File: src/design/signed_decimal_field_formatter_core_defines.svh
// assertion macros shared by the formatter rtl
`ifndef SIGNED_DECIMAL_FIELD_FORMATTER_CORE_DEFINES_SVH
`define SIGNED_DECIMAL_FIELD_FORMATTER_CORE_DEFINES_SVH

// same-cycle implication, disabled while reset is low
`define SDFF_ASSERT_IMP(lbl, clk, rst_n, ante, cons, msg) \
	lbl: assert property (@(posedge clk) disable iff (!rst_n) (ante) |-> (cons)) \
		else $error(msg);

// next-cycle implication, disabled while reset is low
`define SDFF_ASSERT_NXT(lbl, clk, rst_n, ante, cons, msg) \
	lbl: assert property (@(posedge clk) disable iff (!rst_n) (ante) |=> (cons)) \
		else $error(msg);

`endif

File: src/design/sdff_pkg.sv
// types, constants and microcode table of the decimal field formatter
`timescale 1ns / 1ps

package sdff_pkg;

	localparam int MAX_FIELD_WIDTH_DEF = 63;
	localparam int MAX_RESULTS = 64;
	localparam int NDIG_MAX = 10;
	localparam int PC_W = 4;

	localparam logic [31:0] RECIP10 = 32'hCCCCCCCD;
	localparam int RECIP_SHIFT = 35;

	localparam logic [7:0] CH_ZERO = 8'h30;
	localparam logic [7:0] CH_SPACE = 8'h20;
	localparam logic [7:0] CH_PLUS = 8'h2B;
	localparam logic [7:0] CH_MINUS = 8'h2D;

	typedef enum logic [3:0] {
		OP_IDLE,
		OP_DIVM,
		OP_DIVR,
		OP_PREP,
		OP_CNT1,
		OP_CNT2,
		OP_TOT,
		OP_EMIT,
		OP_FIN
	} op_t;

	typedef enum logic [2:0] {
		SRC_SPACE,
		SRC_LEAD,
		SRC_SIGN,
		SRC_ZERO,
		SRC_DIGIT,
		SRC_TRAIL
	} src_t;

	typedef enum logic [2:0] {
		COND_NEVER,
		COND_NO_IN,
		COND_MORE_DIG,
		COND_RUN,
		COND_FIN_WAIT
	} cond_t;

	typedef struct packed {
		op_t op;
		src_t src;
		src_t ld;
		cond_t cond;
		logic [PC_W-1:0] jt;
		logic [PC_W-1:0] jf;
	} ucode_t;

	typedef struct packed {
		logic load;
		logic mul;
		logic rem;
	} dcmd_t;

	localparam logic [PC_W-1:0] PC_IDLE = 4'd0;
	localparam logic [PC_W-1:0] PC_DIVM = 4'd1;
	localparam logic [PC_W-1:0] PC_DIVR = 4'd2;
	localparam logic [PC_W-1:0] PC_PREP = 4'd3;
	localparam logic [PC_W-1:0] PC_CNT1 = 4'd4;
	localparam logic [PC_W-1:0] PC_CNT2 = 4'd5;
	localparam logic [PC_W-1:0] PC_TOT = 4'd6;
	localparam logic [PC_W-1:0] PC_E_SPACE = 4'd7;
	localparam logic [PC_W-1:0] PC_E_LEAD = 4'd8;
	localparam logic [PC_W-1:0] PC_E_SIGN = 4'd9;
	localparam logic [PC_W-1:0] PC_E_ZERO = 4'd10;
	localparam logic [PC_W-1:0] PC_E_DIGIT = 4'd11;
	localparam logic [PC_W-1:0] PC_E_TRAIL = 4'd12;
	localparam logic [PC_W-1:0] PC_FIN = 4'd13;

	function automatic ucode_t ucode_rom(input logic [PC_W-1:0] pc);
		ucode_t w;
		w = '{OP_IDLE, SRC_SPACE, SRC_SPACE, COND_NO_IN, PC_IDLE, PC_DIVM};
		case (pc)
			PC_IDLE: w = '{OP_IDLE, SRC_SPACE, SRC_SPACE, COND_NO_IN, PC_IDLE, PC_DIVM};
			PC_DIVM: w = '{OP_DIVM, SRC_SPACE, SRC_SPACE, COND_NEVER, PC_DIVM, PC_DIVR};
			PC_DIVR: w = '{OP_DIVR, SRC_SPACE, SRC_SPACE, COND_MORE_DIG, PC_DIVM, PC_PREP};
			PC_PREP: w = '{OP_PREP, SRC_SPACE, SRC_SPACE, COND_NEVER, PC_PREP, PC_CNT1};
			PC_CNT1: w = '{OP_CNT1, SRC_SPACE, SRC_SPACE, COND_NEVER, PC_CNT1, PC_CNT2};
			PC_CNT2: w = '{OP_CNT2, SRC_SPACE, SRC_SPACE, COND_NEVER, PC_CNT2, PC_TOT};
			PC_TOT: w = '{OP_TOT, SRC_SPACE, SRC_SPACE, COND_NEVER, PC_TOT, PC_E_SPACE};
			PC_E_SPACE: w = '{OP_EMIT, SRC_SPACE, SRC_LEAD, COND_RUN, PC_E_SPACE, PC_E_LEAD};
			PC_E_LEAD: w = '{OP_EMIT, SRC_LEAD, SRC_SIGN, COND_RUN, PC_E_LEAD, PC_E_SIGN};
			PC_E_SIGN: w = '{OP_EMIT, SRC_SIGN, SRC_ZERO, COND_RUN, PC_E_SIGN, PC_E_ZERO};
			PC_E_ZERO: w = '{OP_EMIT, SRC_ZERO, SRC_DIGIT, COND_RUN, PC_E_ZERO, PC_E_DIGIT};
			PC_E_DIGIT: w = '{OP_EMIT, SRC_DIGIT, SRC_TRAIL, COND_RUN, PC_E_DIGIT, PC_E_TRAIL};
			PC_E_TRAIL: w = '{OP_EMIT, SRC_TRAIL, SRC_SPACE, COND_RUN, PC_E_TRAIL, PC_FIN};
			PC_FIN: w = '{OP_FIN, SRC_SPACE, SRC_SPACE, COND_FIN_WAIT, PC_FIN, PC_IDLE};
			default: w = '{OP_IDLE, SRC_SPACE, SRC_SPACE, COND_NO_IN, PC_IDLE, PC_DIVM};
		endcase
		return w;
	endfunction

endpackage

File: src/design/sdff_digits.sv
// decimal digit extraction by reciprocal multiply, with the digit store
`timescale 1ns / 1ps

module sdff_digits (
	input logic clk,
	input logic arst_n,
	input sdff_pkg::dcmd_t cmd,
	input logic signed [31:0] value,
	input logic [3:0] rd_idx,
	output logic [3:0] ndig,
	output logic more,
	output logic [3:0] rd_digit
);
	import sdff_pkg::*;

	logic [31:0] m_q;
	logic [31:0] q_q;
	logic [3:0] ndig_q;
	logic [3:0] digs_q [NDIG_MAX];
	logic [63:0] prod;
	logic [3:0] q10;
	logic [3:0] rem_d;

	assign prod = m_q * RECIP10;
	// only the low nibble of 10*q is needed, the remainder stays below ten
	assign q10 = {q_q[0], 3'b000} + {q_q[2:0], 1'b0};
	assign rem_d = m_q[3:0] - q10;

	assign ndig = ndig_q;
	assign more = (q_q != 32'd0) && (ndig_q < 4'(NDIG_MAX - 1));
	assign rd_digit = digs_q[rd_idx];

	always_ff @(posedge clk or negedge arst_n) begin
		if (!arst_n) begin
			ndig_q <= '0;
		end else if (cmd.load) begin
			ndig_q <= '0;
		end else if (cmd.rem) begin
			ndig_q <= ndig_q + 4'd1;
		end
	end

	always_ff @(posedge clk) begin
		if (cmd.load) begin
			m_q <= value[31] ? (32'd0 - $unsigned(value)) : $unsigned(value);
		end else if (cmd.rem) begin
			m_q <= q_q;
			digs_q[ndig_q] <= rem_d;
		end
		if (cmd.mul) begin
			q_q <= 32'(prod >> RECIP_SHIFT);
		end
	end

endmodule

File: src/design/signed_decimal_field_formatter_core.sv
// Formats one signed 32-bit value as printf %d text, one ASCII character per output
// transfer. An item runs through a small microcoded sequencer: an accept state, a
// multiply and a remainder state per decimal digit in the divide-by-ten unit (1 to 10
// digits), the PREP, CNT1, CNT2 and TOT states that work out the lengths of the blank,
// sign, zero, digit and trailing-blank runs, then an emit state for each of the six runs,
// which steps once per character and closes the run, and a final state. The output
// register takes one character per cycle while out_stall is low. The last character
// carries is_last and the character count; an item with no text gives a single transfer
// with is_empty set. The input is taken only while the sequencer is idle.
`timescale 1ns / 1ps
`include "signed_decimal_field_formatter_core_defines.svh"

module signed_decimal_field_formatter_core #(
	parameter int MAX_FIELD_WIDTH = sdff_pkg::MAX_FIELD_WIDTH_DEF
) (
	input logic clk,
	input logic arst_n,
	input logic in_valid,
	output logic in_stall,
	input logic signed [31:0] value,
	input logic [5:0] field_width,
	input logic signed [6:0] precision,
	input logic flag_left_align,
	input logic flag_zero_pad,
	input logic flag_plus,
	input logic flag_space,
	output logic out_valid,
	input logic out_stall,
	output logic [7:0] character,
	output logic is_last,
	output logic is_empty,
	output logic [6:0] char_count
);
	import sdff_pkg::*;

	logic [PC_W-1:0] pc_q;
	ucode_t uc;
	logic in_acc;
	logic slot_free;
	logic taken;

	logic neg_q, vz_q, left_q, zero_q, plus_q, space_q;
	logic [5:0] wcl_q;
	logic [5:0] wcl_d;
	logic signed [6:0] prec_q;

	logic signed [8:0] w_q, d_q;
	logic len_nz_q, sp_q;
	logic [6:0] lead_q, zc_q, trail_q;
	logic [6:0] cap_q, n_q, run_q;

	logic out_valid_q, out_last_q, out_empty_q;
	logic [7:0] out_char_q;
	logic [6:0] out_cnt_q;

	dcmd_t dcmd;
	logic [3:0] ndig;
	logic more;
	logic [3:0] rd_idx;
	logic [3:0] rd_digit;

	logic pz, pinc, signc;
	logic signed [8:0] len_s, prec9, d_new, w_new;
	logic signed [8:0] dpos, lead_s, zw, zc_s, w2, d2, trail_s;
	logic [6:0] dig7;
	logic [8:0] total;
	logic [6:0] cap_d;
	logic [6:0] ld_cnt;
	logic [7:0] emit_ch;
	logic emit_active, emit_fire, emit_drop, fin_fire, last_n;

	assign uc = ucode_rom(pc_q);
	assign in_stall = (uc.op != OP_IDLE);
	assign in_acc = in_valid && !in_stall;
	assign slot_free = !out_valid_q || !out_stall;

	assign wcl_d = (int'(field_width) > MAX_FIELD_WIDTH) ? 6'(MAX_FIELD_WIDTH) : field_width;

	assign dcmd.load = in_acc;
	assign dcmd.mul = (uc.op == OP_DIVM);
	assign dcmd.rem = (uc.op == OP_DIVR);
	assign rd_idx = run_q[3:0] - 4'd1;

	sdff_digits u_digits (
		.clk(clk),
		.arst_n(arst_n),
		.cmd(dcmd),
		.value(value),
		.rd_idx(rd_idx),
		.ndig(ndig),
		.more(more),
		.rd_digit(rd_digit)
	);

	// run lengths
	assign pz = (prec_q == 7'sd0) && vz_q;
	assign pinc = neg_q && !prec_q[6] && (prec_q != 7'sd0);
	assign len_s = pz ? 9'sd0 : $signed({5'b0, ndig} + {8'b0, neg_q});
	assign prec9 = {{2{prec_q[6]}}, prec_q};
	assign d_new = prec9 + $signed({8'b0, pinc}) - len_s;
	assign w_new = $signed({3'b0, wcl_q}) - len_s - $signed({8'b0, plus_q && !neg_q});

	assign dpos = (d_q > 9'sd0) ? d_q : 9'sd0;
	assign lead_s = (!zero_q && !left_q && (w_q > 9'sd0) && (w_q > d_q)) ? (w_q - dpos) : 9'sd0;

	assign zw = (zero_q && (w_q > 9'sd0)) ? w_q : 9'sd0;
	assign zc_s = (zw > dpos) ? zw : dpos;
	assign w2 = w_q - zc_s;
	assign d2 = d_q - zc_s;
	assign trail_s = (left_q && (d2 <= 9'sd0) && (w2 > 9'sd0)) ? w2 : 9'sd0;

	assign signc = plus_q || neg_q;
	assign dig7 = len_nz_q ? {3'b0, ndig} : 7'd0;
	assign total = {8'b0, sp_q} + {2'b0, lead_q} + {8'b0, signc} + {2'b0, zc_q}
		+ {2'b0, dig7} + {2'b0, trail_q};
	assign cap_d = (total > 9'(MAX_RESULTS)) ? 7'(MAX_RESULTS) : total[6:0];

	always_comb begin
		case (uc.ld)
			SRC_SPACE: ld_cnt = {6'b0, sp_q};
			SRC_LEAD: ld_cnt = lead_q;
			SRC_SIGN: ld_cnt = {6'b0, signc};
			SRC_ZERO: ld_cnt = zc_q;
			SRC_DIGIT: ld_cnt = dig7;
			SRC_TRAIL: ld_cnt = trail_q;
			default: ld_cnt = 7'd0;
		endcase
	end

	always_comb begin
		case (uc.src)
			SRC_SPACE: emit_ch = CH_SPACE;
			SRC_LEAD: emit_ch = CH_SPACE;
			SRC_SIGN: emit_ch = neg_q ? CH_MINUS : CH_PLUS;
			SRC_ZERO: emit_ch = CH_ZERO;
			SRC_DIGIT: emit_ch = CH_ZERO + {4'b0, rd_digit};
			SRC_TRAIL: emit_ch = CH_SPACE;
			default: emit_ch = CH_SPACE;
		endcase
	end

	// characters past the result limit are counted off without a transfer
	assign emit_active = (uc.op == OP_EMIT) && (run_q != 7'd0);
	assign emit_fire = emit_active && (n_q < cap_q) && slot_free;
	assign emit_drop = emit_active && !(n_q < cap_q);
	assign fin_fire = (uc.op == OP_FIN) && (cap_q == 7'd0) && slot_free;
	assign last_n = ((n_q + 7'd1) == cap_q);

	always_comb begin
		case (uc.cond)
			COND_NEVER: taken = 1'b0;
			COND_NO_IN: taken = !in_acc;
			COND_MORE_DIG: taken = more;
			COND_RUN: taken = (run_q != 7'd0);
			COND_FIN_WAIT: taken = (cap_q == 7'd0) && !slot_free;
			default: taken = 1'b0;
		endcase
	end

	always_ff @(posedge clk or negedge arst_n) begin
		if (!arst_n) begin
			pc_q <= PC_IDLE;
			n_q <= '0;
			cap_q <= '0;
			run_q <= '0;
			out_valid_q <= 1'b0;
		end else begin
			pc_q <= taken ? uc.jt : uc.jf;
			if (in_acc) begin
				n_q <= '0;
			end else if (emit_fire) begin
				n_q <= n_q + 7'd1;
			end
			if (uc.op == OP_TOT) begin
				cap_q <= cap_d;
			end
			if ((uc.op == OP_TOT) || ((uc.op == OP_EMIT) && (run_q == 7'd0))) begin
				run_q <= ld_cnt;
			end else if (emit_fire || emit_drop) begin
				run_q <= run_q - 7'd1;
			end
			if (emit_fire || fin_fire) begin
				out_valid_q <= 1'b1;
			end else if (!out_stall) begin
				out_valid_q <= 1'b0;
			end
		end
	end

	always_ff @(posedge clk) begin
		if (in_acc) begin
			neg_q <= value[31];
			vz_q <= (value == 32'sd0);
			wcl_q <= wcl_d;
			prec_q <= precision;
			left_q <= flag_left_align;
			zero_q <= flag_zero_pad;
			plus_q <= flag_plus;
			space_q <= flag_space;
		end
		case (uc.op)
			OP_PREP: begin
				w_q <= w_new;
				d_q <= d_new;
				len_nz_q <= !pz;
			end
			OP_CNT1: begin
				sp_q <= space_q && !plus_q && !neg_q && (w_q <= 9'sd0);
				lead_q <= lead_s[6:0];
				w_q <= w_q - lead_s;
			end
			OP_CNT2: begin
				zc_q <= zc_s[6:0];
				trail_q <= trail_s[6:0];
			end
			default: begin
			end
		endcase
		if (emit_fire) begin
			out_char_q <= emit_ch;
			out_last_q <= last_n;
			out_empty_q <= 1'b0;
			out_cnt_q <= last_n ? (n_q + 7'd1) : 7'd0;
		end else if (fin_fire) begin
			out_char_q <= 8'd0;
			out_last_q <= 1'b1;
			out_empty_q <= 1'b1;
			out_cnt_q <= 7'd0;
		end
	end

	assign out_valid = out_valid_q;
	assign character = out_char_q;
	assign is_last = out_last_q;
	assign is_empty = out_empty_q;
	assign char_count = out_cnt_q;

	`SDFF_ASSERT_IMP(a_count_within_cap, clk, arst_n, 1'b1, n_q <= cap_q, "emitted count beyond cap")
	`SDFF_ASSERT_NXT(a_accept_starts_divide, clk, arst_n, in_acc, pc_q == PC_DIVM, "accept did not start digit loop")
	`SDFF_ASSERT_IMP(a_digit_index_valid, clk, arst_n, (uc.op == OP_EMIT) && (uc.src == SRC_DIGIT) && (run_q != 7'd0), run_q <= 7'(ndig), "digit read past stored digits")

endmodule

File: config.mk
export PLATFORM = sky130hd
export DESIGN_NAME = signed_decimal_field_formatter_core
export DESIGN_NICKNAME = d
export VERILOG_FILES = /design/src/design/sdff_pkg.sv /design/src/design/sdff_digits.sv /design/src/design/signed_decimal_field_formatter_core.sv
export VERILOG_INCLUDE_DIRS = /design/src /design/src/design
export SDC_FILE = /design/constraint.sdc
export NUM_CORES = 2
export LEC_CHECK = 0
export ABC_AREA = 1
export CAP_MARGIN = 10
export CORE_UTILIZATION = 40
export CTS_CLUSTER_DIAMETER = 50
export DETAILED_ROUTE_END_ITERATION = 8
export DONT_BUFFER_PORTS = 1
export PLACE_DENSITY = 0.57
export SLEW_MARGIN = 20
export SYNTH_ARGS = -nofsm -noshare
export SYNTH_HDL_FRONTEND = slang
export SYNTH_HIERARCHICAL = 1
export SYNTH_SLANG_ARGS = --single-unit
File: constraint.sdc
create_clock -name clk -period 11.26 [get_ports clk]
set_clock_uncertainty 0.2 [all_clocks]
set_input_delay 0.563 -clock clk [delete_from_list [all_inputs] [get_ports clk]]
set_output_delay 0.563 -clock clk [all_outputs]
set_load 0.005 [all_outputs]
After elaboration in Yosys (flattened, before gate mapping)
Memories as Yosys holds them, arrays and structs flattened.
Cells that the tools add are included.

storage, ports and cells
  bits in writable memories = 40
  memory bits (read-only) = 336
  output and inout port bits = 19
  memories = 2
  flip-flop bits (word level) = 168
  word-level logic and storage cells = 172
  input bits = 53

cells by class
  add/subtract/negate cells = 22
  reduce and logical (&&, ||, !) cells = 54
  eq/ne operators = 22
  magnitude comparators = 10
  multiply operators = 1
  mux-type cells = 34

memory list
  memory            words  bits a word  rd ports  clocked after Yosys merged registers in  write ports  RTL line           source
  (name not given)  16     21           1         0                                        0            sdff_pkg.sv:81     case (pc)
  u_digits.digs_q   10     4            1         0                                        1            sdff_digits.sv:19  logic [3:0] digs_q [NDIG_MAX];

operator list
  cell                                                                              number
  32-bit 2-to-1 mux                                                                 3
  32-bit by 32-bit multiplier with 64-bit output, second input constant             1
  7-bit 2-to-1 mux                                                                  8
  7-bit case mux with 6 select lines                                                1
  9-bit 2-to-1 mux                                                                  4
  9-bit subtractor                                                                  4
  32-bit logical NOT                                                                1
  32-bit nonzero test                                                               1
  1-bit by 32-bit subtractor with 32-bit output, first input constant               1
  9-bit by 1-bit greater-than comparator with 1-bit output, second input constant   3
  1-bit logical AND                                                                 23
  7-bit logical NOT                                                                 3
  7-bit case mux with 3 select lines                                                1
  9-bit by 7-bit adder with 9-bit output                                            2
  3-bit by 2-bit equality test with 1-bit output, second input constant             6
  9-bit greater-than comparator                                                     2
  9-bit by 1-bit less-or-equal comparator with 1-bit output, second input constant  2
  9-bit case mux with 2 select lines                                                1
  4-bit by 3-bit equality test with 1-bit output, second input constant             4
  4-bit 2-to-1 mux                                                                  4
  8-bit 2-to-1 mux                                                                  2
  7-bit nonzero test                                                                2
  3-bit equality test, second input constant                                        4
  1-bit logical NOT                                                                 12
  other kinds (32)                                                                  48

Logic depth before layout (Yosys ltp)
  depth in word-level cells = 9
  mapped depth = 31
  gate-level depth less buffers = 30

Cells and area by module
The synthesis kept the hierarchy.

by module, submodules not included
  module                               cells an instance  instances  sequential area each (sq um)  area each (sq um)
  sdff_digits                          2842               1          3133.0                        24138.2
  signed_decimal_field_formatter_core  965                1          2892.8                        8121.5

Worst setup path after synthesis
Ideal clock, no wire load.

  path kind = register to register
  start point = reg u_digits.m_q[1]
  end point = reg u_digits.q_q[17], data pin
  stages on the path, launching flop included = 23
  data arrival time = 5926 ps
  data required time = 10808 ps
  library setup time = 252 ps
  path buffers = 0
  clock period less this slack = 6379 ps
  path slack = 4881 ps
  cells stage by stage = edfxtp_1 ha_1 xor2_1 ha_1 or2_2 fa_1 fa_1 fa_1 fa_1 fa_1 inv_1 fa_1 inv_1 ha_1 a21o_1 a21oi_1 nand2_1 a21oi_1 nor2_1 nor2_1 nand2_1 nand2_1 nand2_1

between the ends
  cells in the longest elaborated chain, start to end = 1

ends and longest elaborated chain
  item                                            RTL line           source
  from (decl)                                     sdff_digits.sv:16  logic [31:0] m_q;
  from (signal assigned)                          sdff_digits.sv:45  m_q <= value[31] ? (32'd0 - $unsigned(value)) : $unsigned(value);
  from (signal assigned)                          sdff_digits.sv:47  m_q <= q_q;
  32-bit by 32-bit multiplier with 64-bit output  sdff_digits.sv:24  assign prod = m_q * RECIP10;
  net u_digits.prod[52]                           sdff_digits.sv:20  logic [63:0] prod;
  to (signal assigned)                            sdff_digits.sv:51  q_q <= 32'(prod >> RECIP_SHIFT);
  to (decl)                                       sdff_digits.sv:17  logic [31:0] q_q;

The timed path passes the listed nets, and every way through them passes these cells.
A chain may end at the register's enable or synchronous reset.

Worst setup path after layout
  start point = reg u_digits.m_q[3]
  end point = reg u_digits.q_q[17], data pin

The elaborated chain is that of the path after synthesis.

==> flow_summary.toml <==
[run_status]
status = "finished, final reports clean"

[setup_path]
critPathRequiredTime_ns = 11.38
crit_path_cell_trace = "ha_1 > xor2_1 > xor2_1 > fa_1 > fa_1 > fa_1 > fa_1 > fa_1 > inv_1 > fa_1 > inv_1 > ha_1 > a21o_1 > a21oi_1 > nand2_1 > a21oi_1 > nor2_1 > nor2_1 > nand2_1 > nand2_1 > nand2_1"
crit_slowest_cell = "edfxtp_1"
r2r_slack_ns = 3.89
path_class = "register to register"
cp-start-kind = "register"
max_stage_delay_ns = 0.62
crit_top_cell = "fa_1"
end_kind = "register"
crit_fanout = 8
arrival_ns = 7.49

[clock_tree]
root_buffer = "clkbuf_16"
post-cts-setup-buffers = 0
cts_buffers = 41
ctsLongestPathBuffers = 3
clk_pin_slew_ns = 0.06
cts_resized = 0
clk_latency_ns = 0.59
cts_tree = "yes"
cts_num_sinks = 206
cts_hold_buf = 20
htreeDepth = 2

[drt]
ant_nets = 0
vias = 25100
drc = 0
vias_per_cell = 5.08
postRouteWirelength_um = 104000
drt_iter0_markers = 2005
wire_per_inst_um = 21.0
drtPass1Iterations = 6

[timing]
rsz0062_at_grt = "false"
period_minus_slack_ns = 7.37
fin_setup_tns_ns = 0
hold_viol = 0
slew_violations = 0
max_freq_mhz = 136
setup_viol = 0
finalCritPeriodShare_pct = 65.5
worstMarginPinSlew_ns = 1.08
relSlewSlack_pct = 28.2

[logic_synthesis]
ys_types = 63
yosysSeqAreaShare_pct = 18.7
ys.warnings.count = 6
synth_edf_count = 175
syn_inst = 3807
synth_top_area_cell = "fa_1"
synthTopCellsByArea = "fa_1 25%, ha_1 18%, edfxtp_1 16%"
synth_top_cell_area_share_pct = 25.0
syn-cell-area_mm2 = 0.0323
ys_ff_latch = 206
synth_async_sr_flop_share_pct = 14.6
syn_area_per_cell_um2 = 8.47
ys.flop_type = "edfxtp_1"

[floorplan]
core_mm2 = 0.0794
fp-row-count = 103
dieWidth_um = 286
num_io_pins = 72
start_util_pct = 40.6
dieArea_mm2 = 0.0818
fp.dieH_um = 286

[grt]
gr-usage-all-layers_pct = 25.8
grt_antenna_before_repair = 2
grt_max_degree = 48
first_global_vias = 25400
grt_overflow = 0
grt_pass1_wl_um = 157000

[final_layout]
area_delta_synth_final_pct = 9.35
regArea_mm2 = 0.00603
drive_gt1_share_pct = 5.23
fillers = 7874
diodes = 0
multi_input_area_mm2 = 0.0224
nets = 4759

[placed_design]
place_hpwl_um = 90300
place.gp.congestion = 1.01
io_buffers = 0

[worst_hold_path]
worstHoldPathType = "input port to register"

[run]
drv_cap = 0
-- final cells by class --
| type | instances | area share [%] |
|---|---|---|
| Multi-Input combinational cell | 2577 | 63.4 |
| Clock buffer | 43 | 2.93 |
| Sequential cell | 206 | 17.1 |
| Tap cell | 1050 | 3.72 |
| Timing Repair Buffer | 27 | 0.745 |
| Inverter | 998 | 10.6 |
| Clock inverter | 32 | 1.52 |
-- synth_stat cells, drive strengths merged, types with 35 or more instances --
master	number
nand2	685
ha	452
a21oi	167
inv	996
nor2	266
xor2	81
nand4	35
fa	403
nand3	120
edfxtp	175
o21ai	147
nor3	35
-- critical path, delay by kind of cell (launching register included) --
| kind | cells | cell delay (ns) |
|---|---|---|
| adders and majority gates | 8 | 4.20 |
| xor gates and xnor gates | 2 | 0.79 |
| AOI/OAI and AO/OA | 3 | 0.64 |
| DFF | 1 | 0.62 |
| and+or+nand+nor | 6 | 0.54 |
| buffers and inverters | 2 | 0.11 |
-- per-layer routing --
| layer | up-vias | global-route usage [%] | share of wire (%) |
|---|---|---|---|
| li1 | 12000 | - | - |
| met1 | 12100 | 35.4 | 43 |
| met2 | 846 | 40.2 | 45 |
| met3 | 190 | 5.92 | 8.7 |
| met4 | 2 | 8.14 | 3.5 |
| met5 | - | 0 | 0.012 |
-- final timing paths --
check,start,endpoint,depth (start not counted)
min,out_stall,out_valid,2
min reg2reg,is_empty,is_empty,2
max,u_digits/m_q[3],u_digits/q_q[17],21
max reg2reg,u_digits/m_q[3],u_digits/q_q[17],21
max in group asynchronous,arst_n,run_q[4],2
min in group asynchronous,arst_n,n_q[2],2
-- cell families (layout without fill, tap and decap cells) --
group           after synthesis  after routing  synth area share [%]
simple gates               1191           1191                  16.2
buf+inv                    1026           1100                  12.1
fa+ha+maj                   855            855                  42.5
compound gates              401            401                  6.97
flops                       206            206                  18.7
xor+xnor                    113            113                  3.07
mux                          13             13                 0.403
other cells                   2              4                0.0233
-- sequential cells by signal, indices dropped and copies added (netlist names), 6 cells and up, named ones only --
register and flops:
u_digits/m_q 32, u_digits/digs_q 40, char_count 7, prec_q 7
w_q 8, u_digits/q_q 29, n_q 7, trail_q 7
zc_q 7, cap_q 7, wcl_q 6, d_q 9
character 6, lead_q 7, run_q 7
-- through the flow --
| stage | hold slack [ns] | std cells | util [%] | worst slack, ns | instance area, um2 |
|---|---|---|---|---|---|
| 2_1_floorplan | 0.0674 | 3809 | - | 4.88 | 32300 |
| 4_1_cts | 0.0217 | 4933 | 44.4 | 3.96 | 35300 |
| 3_3_place_gp | 0.0684 | 4838 | 42.2 | 3.97 | 33500 |
| 5_1_grt | 0.0368 | 4933 | 44.4 | 3.47 | 35300 |
| 6_report | 0.0428 | 4933 | 44.4 | 3.89 | 35300 |
| 3_5_place_dp | 0.0684 | 4838 | 42.2 | 3.99 | 33500 |
-- layout by cell type, fill, tap and decap left out, types with 12 or more instances in the layout --
| cell | n |
|---|---|
| inv_1 | 968 |
| nand2_1 | 664 |
| ha_1 | 452 |
| fa_1 | 403 |
| nor2_1 | 227 |
| edfxtp_1 | 175 |
| a21oi_1 | 167 |
| o21ai_0 | 123 |
| nand3_1 | 117 |
| xor2_1 | 81 |
| clkbuf_16 | 41 |
| nand4_1 | 33 |
| xnor2_1 | 32 |
| dfrtp_1 | 30 |
| inv_2 | 26 |
| nor2_2 | 24 |
| nor3_1 | 23 |
| o21ai_1 | 23 |
| nor4_1 | 22 |
| o21bai_1 | 21 |
| nand2_2 | 21 |
| dlygate4sd3_1 | 19 |
| o211ai_1 | 16 |
| nor2_4 | 13 |
| mux2i_1 | 13 |
| or2_2 | 12 |
Power is not shown: default switching activity piles up to over one toggle a cycle in this logic, so the estimate is an artifact.
